`src/sv/bmg_pkg.sv`:
```
// ----------------------------------------------------------------------------
// bmg_pkg
// Shared types, constants and field arithmetic for the Berlekamp-Massey unit.
// ----------------------------------------------------------------------------
package bmg_pkg;

    localparam int unsigned ELEM_W     = 13;
    localparam int unsigned IDX_W      = 8;
    localparam int unsigned LEN_W      = 8;
    localparam int unsigned FPOLY_W    = 14;
    localparam int unsigned CFG_DATA_W = 14;
    localparam int unsigned CFG_IDX_W  = 1;
    localparam int unsigned CNT_W      = 8;
    localparam int unsigned OP_W       = 4;

    localparam logic [CFG_IDX_W-1:0] REG_FIELD_POLY = 1'b0;
    localparam logic [CFG_IDX_W-1:0] REG_NORMALIZE  = 1'b1;

    localparam logic [FPOLY_W-1:0] FPOLY_RESET = 14'd8219;
    localparam logic [LEN_W-1:0]   LEN_MAX     = 8'd255;

    // datapath operations
    localparam logic [OP_W-1:0] OP_NONE  = 4'd0;
    localparam logic [OP_W-1:0] OP_CLEAR = 4'd1;
    localparam logic [OP_W-1:0] OP_WSYN  = 4'd2;
    localparam logic [OP_W-1:0] OP_DISC  = 4'd3;
    localparam logic [OP_W-1:0] OP_DEC   = 4'd4;
    localparam logic [OP_W-1:0] OP_UPD   = 4'd5;
    localparam logic [OP_W-1:0] OP_FIN   = 4'd6;
    localparam logic [OP_W-1:0] OP_RD0   = 4'd7;
    localparam logic [OP_W-1:0] OP_INVI  = 4'd8;
    localparam logic [OP_W-1:0] OP_INV   = 4'd9;
    localparam logic [OP_W-1:0] OP_RDC   = 4'd10;
    localparam logic [OP_W-1:0] OP_COEF  = 4'd11;
    localparam logic [OP_W-1:0] OP_EMIT  = 4'd12;

    typedef struct packed {
        logic              accept;
        logic [OP_W-1:0]   op;
        logic [CNT_W-1:0]  cnt;
    } bmg_cmd_t;

    typedef struct packed {
        logic done;
        logic out_free;
        logic mode;
    } bmg_status_t;

    // shift-and-add multiply in GF(2^m), reduced by the low m bits of taps
    function automatic logic [ELEM_W-1:0] gf_mul(
        input logic [ELEM_W-1:0] a,
        input logic [ELEM_W-1:0] b,
        input logic [ELEM_W-1:0] taps,
        input int unsigned       m
    );
        logic [ELEM_W:0]   r;
        logic [ELEM_W:0]   mask;
        r    = '0;
        mask = (ELEM_W+1)'((15'(1) << m) - 15'(1));
        for (int i = ELEM_W - 1; i >= 0; i--) begin
            if (i < int'(m)) begin
                r = r << 1;
                if (r[m])
                    r = (r & mask) ^ {1'b0, taps & mask[ELEM_W-1:0]};
                if (b[i])
                    r = r ^ ({1'b0, a} & mask);
            end
        end
        return r[ELEM_W-1:0];
    endfunction

endpackage

```
`src/sv/bmg_ctrl.sv`:
```
// ----------------------------------------------------------------------------
// bmg_ctrl
// Sequencer: clearing sweep, discrepancy and update sweeps, inversion steps.
// ----------------------------------------------------------------------------
module bmg_ctrl #(
    parameter int unsigned FIELD_BITS = 13,
    parameter int unsigned CORRECT_T  = 128
) (
    input  logic                 clk,
    input  logic                 rst_n,
    input  logic                 in_valid,
    output logic                 in_ready,
    input  bmg_pkg::bmg_status_t status,
    output bmg_pkg::bmg_cmd_t    cmd
);

    localparam logic [3:0] ST_CLEAR  = 4'd0;
    localparam logic [3:0] ST_IDLE   = 4'd1;
    localparam logic [3:0] ST_DISP   = 4'd2;
    localparam logic [3:0] ST_WSYN   = 4'd3;
    localparam logic [3:0] ST_DISC   = 4'd4;
    localparam logic [3:0] ST_DDRAIN = 4'd5;
    localparam logic [3:0] ST_DEC    = 4'd6;
    localparam logic [3:0] ST_UPD    = 4'd7;
    localparam logic [3:0] ST_UDRAIN = 4'd8;
    localparam logic [3:0] ST_FIN    = 4'd9;
    localparam logic [3:0] ST_RD0    = 4'd10;
    localparam logic [3:0] ST_INVI   = 4'd11;
    localparam logic [3:0] ST_INV    = 4'd12;
    localparam logic [3:0] ST_RDC    = 4'd13;
    localparam logic [3:0] ST_COEF   = 4'd14;
    localparam logic [3:0] ST_EMIT   = 4'd15;

    localparam logic [bmg_pkg::CNT_W-1:0] CNT_LAST = bmg_pkg::CNT_W'(CORRECT_T);
    localparam logic [bmg_pkg::CNT_W-1:0] INV_LAST = bmg_pkg::CNT_W'(FIELD_BITS - 1);
    localparam logic [bmg_pkg::CNT_W-1:0] DRAIN_LAST = bmg_pkg::CNT_W'(1);

    logic [3:0]                 state_reg, state_next;
    logic [bmg_pkg::CNT_W-1:0]  cnt_reg, cnt_next;
    logic                       pend_reg, pend_next;

    always_ff @(posedge clk or negedge rst_n) begin
        if (!rst_n) begin
            state_reg <= ST_CLEAR;
            cnt_reg   <= '0;
            pend_reg  <= 1'b0;
        end else begin
            state_reg <= state_next;
            cnt_reg   <= cnt_next;
            pend_reg  <= pend_next;
        end
    end

    always_comb begin
        state_next = state_reg;
        cnt_next   = cnt_reg;
        pend_next  = pend_reg;
        in_ready   = 1'b0;
        cmd.accept = 1'b0;
        cmd.op     = bmg_pkg::OP_NONE;
        cmd.cnt    = cnt_reg;
        case (state_reg)
            ST_CLEAR: begin
                cmd.op = bmg_pkg::OP_CLEAR;
                if (cnt_reg == CNT_LAST) begin
                    cnt_next   = '0;
                    pend_next  = 1'b0;
                    state_next = pend_reg ? ST_WSYN : ST_IDLE;
                end else begin
                    cnt_next = cnt_reg + 1'b1;
                end
            end
            ST_IDLE: begin
                in_ready = 1'b1;
                if (in_valid) begin
                    cmd.accept = 1'b1;
                    state_next = ST_DISP;
                end
            end
            ST_DISP: begin
                cnt_next = '0;
                if (status.mode)
                    state_next = ST_RD0;
                else if (status.done) begin
                    // a push after a finished run starts over from reset values
                    pend_next  = 1'b1;
                    state_next = ST_CLEAR;
                end else
                    state_next = ST_WSYN;
            end
            ST_WSYN: begin
                cmd.op     = bmg_pkg::OP_WSYN;
                cnt_next   = '0;
                state_next = ST_DISC;
            end
            ST_DISC: begin
                cmd.op = bmg_pkg::OP_DISC;
                if (cnt_reg == CNT_LAST) begin
                    cnt_next   = '0;
                    state_next = ST_DDRAIN;
                end else
                    cnt_next = cnt_reg + 1'b1;
            end
            ST_DDRAIN: begin
                if (cnt_reg == DRAIN_LAST) begin
                    cnt_next   = '0;
                    state_next = ST_DEC;
                end else
                    cnt_next = cnt_reg + 1'b1;
            end
            ST_DEC: begin
                cmd.op     = bmg_pkg::OP_DEC;
                cnt_next   = '0;
                state_next = ST_UPD;
            end
            ST_UPD: begin
                cmd.op = bmg_pkg::OP_UPD;
                if (cnt_reg == CNT_LAST) begin
                    cnt_next   = '0;
                    state_next = ST_UDRAIN;
                end else
                    cnt_next = cnt_reg + 1'b1;
            end
            ST_UDRAIN: begin
                if (cnt_reg == DRAIN_LAST) begin
                    cnt_next   = '0;
                    state_next = ST_FIN;
                end else
                    cnt_next = cnt_reg + 1'b1;
            end
            ST_FIN: begin
                cmd.op     = bmg_pkg::OP_FIN;
                state_next = ST_EMIT;
            end
            ST_RD0: begin
                cmd.op     = bmg_pkg::OP_RD0;
                state_next = ST_INVI;
            end
            ST_INVI: begin
                cmd.op     = bmg_pkg::OP_INVI;
                cnt_next   = '0;
                state_next = ST_INV;
            end
            ST_INV: begin
                cmd.op = bmg_pkg::OP_INV;
                if (cnt_reg == INV_LAST) begin
                    cnt_next   = '0;
                    state_next = ST_RDC;
                end else
                    cnt_next = cnt_reg + 1'b1;
            end
            ST_RDC: begin
                cmd.op     = bmg_pkg::OP_RDC;
                state_next = ST_COEF;
            end
            ST_COEF: begin
                cmd.op     = bmg_pkg::OP_COEF;
                state_next = ST_EMIT;
            end
            ST_EMIT: begin
                if (status.out_free) begin
                    cmd.op     = bmg_pkg::OP_EMIT;
                    state_next = ST_IDLE;
                end
            end
            default: begin
                state_next = ST_IDLE;
            end
        endcase
    end

endmodule

```
`config.mk`:
```
export PLATFORM = sky130hd
export DESIGN_NAME = bmg_ctrl
export DESIGN_NICKNAME = d
export VERILOG_FILES = /design/src/sv/bmg_pkg.sv /design/src/sv/bmg_ctrl.sv
export SDC_FILE = /design/constraint.sdc
export NUM_CORES = 1
export LEC_CHECK = 0
export BUFFER_PORTS_ARGS = -buffer_cell sky130_fd_sc_hd__buf_2
export CORE_MARGIN = 1.5
export CORE_UTILIZATION = 54
export CTS_CLUSTER_DIAMETER = 200
export DETAILED_ROUTE_END_ITERATION = 7
export PLACE_DENSITY = 0.78
export SKIP_CTS_REPAIR_TIMING = 1
export SLEW_MARGIN = 10
export SYNTH_ARGS = -nofsm -noshare
export SYNTH_HDL_FRONTEND = slang
export SYNTH_SLANG_ARGS = --single-unit
```
`constraint.sdc`:
```
create_clock -name clk -period 2.4 [get_ports clk]
set_input_delay 0.24 -clock clk [delete_from_list [all_inputs] [get_ports clk]]
set_output_delay 0.24 -clock clk [all_outputs]
set_load 0.005 [all_outputs]
```
# Yosys cells after proc, flatten, opt, wreduce, memory -nomap -nowiden
# Cells that the tools add are included.
totals:
  in_bits: 6
  regBits: 13
  elab_cells: 66
  out_inout_bits: 14
classes:
  reduce_logical: 9
  addsub: 1
  mux: 25
  n_eq_ne: 28
op_table:
  columns: ["cell", "n"]
  rows:
  - ["one-hot mux 4 bit (15 select lines)", 1]
  - ["one-hot mux 4 bit (12 select lines)", 1]
  - ["two-way mux 4 bit", 10]
  - ["equality test 4 bit, second input constant", 8]
  - ["one-hot mux 8 bit (4 select lines)", 1]
  - ["two-way mux 8 bit", 3]
  - ["inequality test 2 bit, second input constant", 10]
  - ["equality test 4 x 3 -> 1 bit, second input constant", 4]
  - ["adder 8 x 1 -> 8 bit, second input constant", 1]
  - ["equality test 4 x 2 -> 1 bit, second input constant", 2]
  - ["equality test 8 x 1 -> 1 bit, second input constant", 1]
  - ["equality test 8 x 4 -> 1 bit, second input constant", 1]
  - ["equality test 8 bit, second input constant", 1]
  - ["AND reduction 8 bit", 1]
  - ["two-way mux 1 bit", 6]
  - ["equality test 4 x 1 -> 1 bit, second input constant", 1]
  - ["zero test 4 bit", 1]
  - ["two-way mux 2 bit", 2]
  - ["AND reduction 4 bit", 1]
  - ["nonzero test 4 bit", 1]
  - ["OR reduction 2 bit", 2]
  - ["OR reduction 4 bit", 1]
  - ["OR reduction 3 bit", 1]
  - ["one-hot mux 1 bit (2 select lines)", 1]
  - ["nonzero test 2 bit", 1]

# Logic depth before layout (Yosys ltp)
# Gate-level depths: netlist of the first run.
logic_depth:
  word_depth: 3
  mapped_depth: 7
  mapped_depth_nobuf: 7

# Worst setup path before layout of the first run
# No wires, ideal clock.
synth_path:
  kind: "register -> register"
  start: "register cnt_reg[4] in the netlist's numbering"
  end: "register state_reg[0]"
  n_path_buf: 0
  required_ps: 2266
  arrival_time_ps: 1613
  setup_time_ps: 134
  path_slack_ps: 653
  stages_incl_launch_ff: 6
  cell_sequence: "dfrtp_1 -> or4_1 -> o21ai_2 -> o31ai_4 -> o31ai_1 -> o31ai_1"
synth_via:
  elab_chain_len: 3
  elab_cells_between_ends: 10
  classes_between: "eq/ne (9); reduce/logical (1)"
synth_lines:
  columns: ["element", "line", "source"]
  rows:
  - ["start: declaration", "bmg_ctrl.sv:39", "logic [bmg_pkg::CNT_W-1:0] cnt_reg, cnt_next;"]
  - ["start signal: assignment", "bmg_ctrl.sv:49", "cnt_reg <= cnt_next;"]
  - ["equality test 8 x 4 -> 1 bit, or another cell as far along", "bmg_ctrl.sv:146", "if (cnt_reg == INV_LAST) begin"]
  - ["inequality test 2 bit (no line)", null, null]
  - ["AND reduction 8 bit (no line) (*)", null, null]
  - ["end signal: assignment", "bmg_ctrl.sv:48", "state_reg <= state_next;"]
  - ["end: declaration", "bmg_ctrl.sv:38", "logic [3:0] state_reg, state_next;"]
# Every way passes the cells marked *; elsewhere a longest branch is shown, timed or not.
# A chain may end at the register's enable or synchronous reset.

==> results.sh, run 1 <==
export IMPL_root_buffer="clkbuf_4"
export IMPL_power_share_sequential_pct=28.2
export IMPL_io_pin_count=20
export IMPL_netlist_instances=133
export IMPL_filler_cell_count=180
export IMPL_dieHeight_um=48.03
export IMPL_die_area_um2=2306
export IMPL_gp_congestion=0.8283
export IMPL_start_util_pct=56.38
export IMPL_relSlewSlack_pct=48.22
export IMPL_vias_per_cell=5.983
export IMPL_grt_start_max_net_pins=27
export IMPL_avgRoutedWirePerCell_um=13.59
export IMPL_clkTransAtPathRegs_ns=0.08
export IMPL_numPortBuffers=19
export IMPL_holdPathStages=4
export IMPL_crit_fanout=25
export IMPL_synth_fp_nets=142
export IMPL_largest_register_ffs=8
export IMPL_grt_pass1_vias=792
export IMPL_wirelength_um=2406
export IMPL_drive_gt1_share_pct=22.67
export IMPL_yosysWarnings=0
export IMPL_clockBufferDepth=2
export IMPL_dp_hpwl_um=1710
export IMPL_fin_crit_ns=2.128
export IMPL_vdd_drop_max_mv=0.8130
export IMPL_die_width_um=48.03
export IMPL_r2r_start="state_reg[1]"
export IMPL_dpl_cell_count=172
export IMPL_p_switching_mw=0.7225
export IMPL_cts_sinks=13
export IMPL_synth_area_um2=1095
export IMPL_min_path_type="in -> reg"
export IMPL_hold_viol_final=0
export IMPL_cp_end_kind="output port"
export IMPL_final_cell_mix="buf_2 (19), dfrtp_1 (13), o21ai_0 (11)"
export IMPL_core_um2=1942
export IMPL_worstSetupPathType="reg -> out"
export IMPL_fmax_ghz=0.4700
export IMPL_clock_skew_ns=0.0004663
export IMPL_insertion_delay_ns=0.29
export IMPL_pwr_share_clk_pct=9.9
export IMPL_ff2ff_path_depth=5
export IMPL_max_cap_viol_count=0
export IMPL_required_ns=2.16
export IMPL_grt_usage_pct=23.66
export IMPL_antenna_found_initial=0
export IMPL_fin_nets=160
export IMPL_p_int_mw=0.7368
export IMPL_synth_edf_count=0
export IMPL_ys_async_sr_fraction_pct=100.0
export IMPL_htreeDepth=1
export IMPL_area_growth_pct=12.91
export IMPL_crit_start="state_reg[1]"
export IMPL_syn_area_per_cell_um2=8.232
export IMPL_vias=1059
export IMPL_grt_pass1_wl_um=3719
export IMPL_dr_first_iter_drc_count=24
export IMPL_worst_pin_slew_ns=0.7767
export IMPL_cp_arrival_ns=1.89
export IMPL_p_leak_nw=0.5512
export IMPL_cts_buffers=3
export IMPL_utilization_pct=63.66
export IMPL_rsz0062_at_grt="false"
export IMPL_drc=0
export IMPL_setup_tns_ns=0
export IMPL_status="finished clean"
export IMPL_grt_overflow_total=0
export IMPL_pwr_share_comb_pct=61.9
export IMPL_setup_violations=0
export IMPL_final_common_cell="buf_2"
export IMPL_firstDrtPassIters=4
export IMPL_p_sw_share_pct=49.51
export IMPL_cts_tree="built"
export IMPL_min_from="status[1]"
export IMPL_rows=16
export IMPL_period_share_pct=88.66
export IMPL_ys_seq_area_share_pct=29.71
export IMPL_dominantRegCellSynth="dfrtp_1"
export IMPL_ys_seq_elements=13
export IMPL_ys_types=48
export IMPL_critPathLaunchType="flop"
export IMPL_powerDensity_nw_per_um2=1180
export IMPL_stdcell_count=177
export IMPL_slew_violations=0
export IMPL_n_antenna_cell=0
export IMPL_ant_nets=0
-- power groups by stage --
| stage | logic, mW | clock network [mW] | registers, mW |
|---|---|---|---|
| floorplan | 0.777 | 0 | 0.331 |
| detailed placement | 0.895 | 0 | 0.415 |
| finish | 0.904 | 0.145 | 0.411 |
| global route | 1.01 | 0.155 | 0.432 |
| global placement | 0.873 | 0 | 0.407 |
| CTS | 0.903 | 0.147 | 0.410 |
-- cell families after synthesis --
kind of cell | after synthesis | synth area share [%]
adder cells (fa/ha/maj) | 3 | 3.429
flip-flops | 13 | 29.71
multiplexers | 3 | 2.857
AO/OA/AOI/OAI | 41 | 26.17
buffers and inverters | 13 | 4.914
XOR/XNOR | 1 | 0.8001
AND/OR/NAND/NOR | 59 | 32.12
-- critical path, cell delays in order (launching register included) --
cell	delay, ns
dfrtp_1	0.67
or3b_2	0.61
a22oi_1	0.17
buf_2	0.14
-- layout make-up --
class / count / area [µm²] / area share (%)
clock buffer: 4 / 26.28 / 2.125
inverter: 4 / 15.01 / 1.215
multi-input combinational: 107 / 715.7 / 57.89
sequential: 13 / 325.3 / 26.32
tap: 27 / 33.78 / 2.733
timing repair buffer: 22 / 120.1 / 9.717
-- synth_stat cells, types with 2 or more instances --
| master | number | area (µm²) |
|---|---|---|
| a21oi_1 | 7 | 35.03 |
| a31oi_1 | 4 | 25.02 |
| and2_1 | 2 | 12.51 |
| and3_1 | 3 | 18.77 |
| and4b_1 | 4 | 40.04 |
| buf_1 | 2 | 7.510 |
| buf_2 | 4 | 20.02 |
| clkbuf_1 | 3 | 11.26 |
| dfrtp_1 | 13 | 325.3 |
| ha_1 | 3 | 37.54 |
| inv_1 | 4 | 15.01 |
| mux2i_1 | 2 | 20.02 |
| nand2_1 | 10 | 37.54 |
| nand2b_1 | 3 | 18.77 |
| nand3_1 | 8 | 40.04 |
| nor2_1 | 9 | 33.78 |
| nor3_1 | 5 | 25.02 |
| nor3b_1 | 2 | 15.01 |
| nor4_1 | 2 | 12.51 |
| o211ai_1 | 2 | 15.01 |
| o21ai_0 | 11 | 55.05 |
| o221ai_1 | 2 | 17.52 |
| o31ai_1 | 3 | 22.52 |
-- per-layer routing --
layer	global-route usage [%]	wire [µm]	vias up
li1	-	-	536
met1	35.01	1182	497
met2	32.00	1118	23
met3	5.660	86	3
met4	10.81	19	0
met5	0	0	-
-- path summary, 6_finish.rpt --
path                       slack [ns]            to
max                              0.27        cmd[9]
min                              0.26  state_reg[3]
max reg2reg                      0.30  state_reg[1]
min reg2reg                      0.53      pend_reg
max in group asynchronous        1.82    cnt_reg[7]
min in group asynchronous        0.35  state_reg[1]
-- stage by stage --
step	total power, mW	hold slack (ns)	setup WS, ns	cell area (µm²)
2_1_floorplan	1.108	-0.05559	0.6526	1095
3_3_place_gp	1.280	0.1479	0.5040	1200
3_5_place_dp	1.310	0.1476	0.3843	1200
4_1_cts	1.460	-0.1707	0.2759	1226
5_1_grt	1.594	0.2919	0.1509	1236
6_report	1.459	0.2618	0.2722	1236
(Power assumes the default switching activity.)
==> run 2, diff against run 1 <==
--- a/config.mk
+++ b/config.mk
@@ -6,11 +6,13 @@
 export NUM_CORES = 1
 export LEC_CHECK = 0
 export BUFFER_PORTS_ARGS = -buffer_cell sky130_fd_sc_hd__buf_2
+export CELL_PAD_IN_SITES_DETAIL_PLACEMENT = 0
+export CELL_PAD_IN_SITES_GLOBAL_PLACEMENT = 1
 export CORE_MARGIN = 1.5
-export CORE_UTILIZATION = 54
+export CORE_UTILIZATION = 40
 export CTS_CLUSTER_DIAMETER = 200
 export DETAILED_ROUTE_END_ITERATION = 7
-export PLACE_DENSITY = 0.78
+export PLACE_DENSITY_LB_ADDON = 0.1
 export SKIP_CTS_REPAIR_TIMING = 1
 export SLEW_MARGIN = 10
 export SYNTH_ARGS = -nofsm -noshare
==> results.sh, run 2 (same netlist as run 1, synthesis figures left out) <==
export IMPL_area_growth_pct=13.94
export IMPL_wirelength_um=2567
export IMPL_cts_tree="built"
export IMPL_slowest_stage="dfrtp_1"
export IMPL_cp_arrival_ns=1.85
export IMPL_cpPeakStageDelay_ns=0.53
export IMPL_final_cell_mix="buf_2 (19), dfrtp_1 (13), o21ai_0 (11)"
export IMPL_grt_pass1_wl_um=4319
export IMPL_fin_nets=161
export IMPL_fin_crit_ns=2.088
export IMPL_fmax_ghz=0.4790
export IMPL_vdd_drop_max_mv=0.6829
export IMPL_crit_end="cmd[9]"
export IMPL_drc=0
export IMPL_required_ns=2.16
export IMPL_cp_cell_sequence="buf_4 -> nor2_1 -> mux2i_1 -> a22oi_1 -> buf_2"
export IMPL_cts_buffers=3
export IMPL_clock_skew_ns=0.006594
export IMPL_seq_area_um2=325.3
export IMPL_die_area_um2=3060
export IMPL_totalPowerFinal_mw=1.473
export IMPL_powerDensity_nw_per_um2=1181
export IMPL_dieHeight_um=55.32
export IMPL_ff2ff_path_depth=5
export IMPL_crit_fanout=13
export IMPL_max_cap_viol_count=0
export IMPL_avgRoutedWirePerCell_um=14.18
export IMPL_clockBufferDepth=2
export IMPL_worst_pin_slew_ns=0.5918
export IMPL_min_path_type="in -> reg"
export IMPL_filler_cell_count=258
export IMPL_grt_usage_pct=17.43
export IMPL_dpl_cell_count=176
export IMPL_rows=18
export IMPL_firstDrtPassIters=4
export IMPL_grt_start_max_net_pins=18
export IMPL_multi_input_area_um2=715.7
export IMPL_r2r_end="state_reg[3]"
export IMPL_dp_hpwl_um=1836
export IMPL_hold_viol_final=0
export IMPL_ant_nets=0
export IMPL_slew_violations=0
export IMPL_status="finished clean"
export IMPL_root_buffer="clkbuf_4"
export IMPL_rsz0062_at_grt="false"
export IMPL_htreeDepth=1
export IMPL_worst_hold_slack_ns=0.2980
export IMPL_n_antenna_cell=0
export IMPL_numPortBuffers=19
export IMPL_worstSetupPathType="reg -> out"
export IMPL_p_leak_nw=0.5562
export IMPL_rrSetupSlack_ns=0.47
export IMPL_antenna_found_initial=0
export IMPL_setup_violations=0
export IMPL_insertion_delay_ns=0.28
export IMPL_die_width_um=55.32
export IMPL_final_common_cell="buf_2"
export IMPL_core_um2=2522
export IMPL_largest_register_ffs=8
export IMPL_clkTransAtPathRegs_ns=0.08
export IMPL_stdcell_count=181
export IMPL_vias_per_cell=6.072
export IMPL_critPathLaunchType="flop"
export IMPL_relSlewSlack_pct=60.55
export IMPL_setup_tns_ns=0
export IMPL_start_util_pct=43.40
export IMPL_crit_start="state_reg[3]"
export IMPL_period_share_pct=86.98
export IMPL_vias=1099
export IMPL_gp_congestion=0.8170
export IMPL_dr_first_iter_drc_count=39
export IMPL_io_pin_count=20
export IMPL_drive_gt1_share_pct=23.18
export IMPL_grt_pass1_vias=919
export IMPL_r2r_start="state_reg[2]"
export IMPL_cp_end_kind="output port"
export IMPL_grt_overflow_total=0
export IMPL_cts_sinks=13
## run 2: cell count changes in the layout (fill, tap and decap cells not counted)
cell   before  now
buf_4       2    3
## run 2: worst min-delay path by stage
stage	startpoint	end	slack, ns	cells after the start
global placement	rst_n	state_reg[1]	0.14	1
CTS	rst_n	pend_reg	-0.17	1
detailed placement	rst_n	pend_reg	0.15	1
global route	status[1]	state_reg[3]	0.32	4
finish	status[2]	state_reg[0]	0.30	3
floorplan	rst_n	cnt_reg[0]	-0.06	0
## run 2: cell type report
type | count | area share, %
Tap cell | 30 | 3.009
Multi-Input combinational cell | 107 | 57.37
Inverter | 4 | 1.204
Sequential cell | 13 | 26.08
Timing Repair Buffer | 23 | 10.23
Clock buffer | 4 | 2.106
## run 2: power by group
part	total, mW	switching [mW]	internal [mW]	leakage, nW
clock	0.136	0.0712	0.0645	0.0150
combinational	0.908	0.497	0.410	0.380
sequential	0.430	0.159	0.271	0.162
total	1.47	0.727	0.746	0.556
## run 2: routing by layer
layer	share of wire, %	GRT usage, %	vias up
li1	-	-	536
met1	47	25.77	532
met2	47	24.49	25
met3	4.6	4.450	6
met4	1.4	5.923	0
met5	0	0	-
## run 2: metrics by stage
step	instance area [µm²]	setup WS, ns	utilization [%]
floorplan	1095	0.6526	-
global placement	1211	0.4886	48.02
detailed placement	1211	0.4562	48.02
CTS	1237	0.3225	49.06
global route	1247	0.1482	49.45
finish	1247	0.3125	49.45
## run 2: worst max-delay path, delay by kind of cell, from the launching register on
family	cells	cell delay, ns
AO/OA/AOI/OAI	1	0.21
buffers and inverters	2	0.37
flip-flops	1	0.53
multiplexers	1	0.13
AND/OR/NAND/NOR	1	0.32
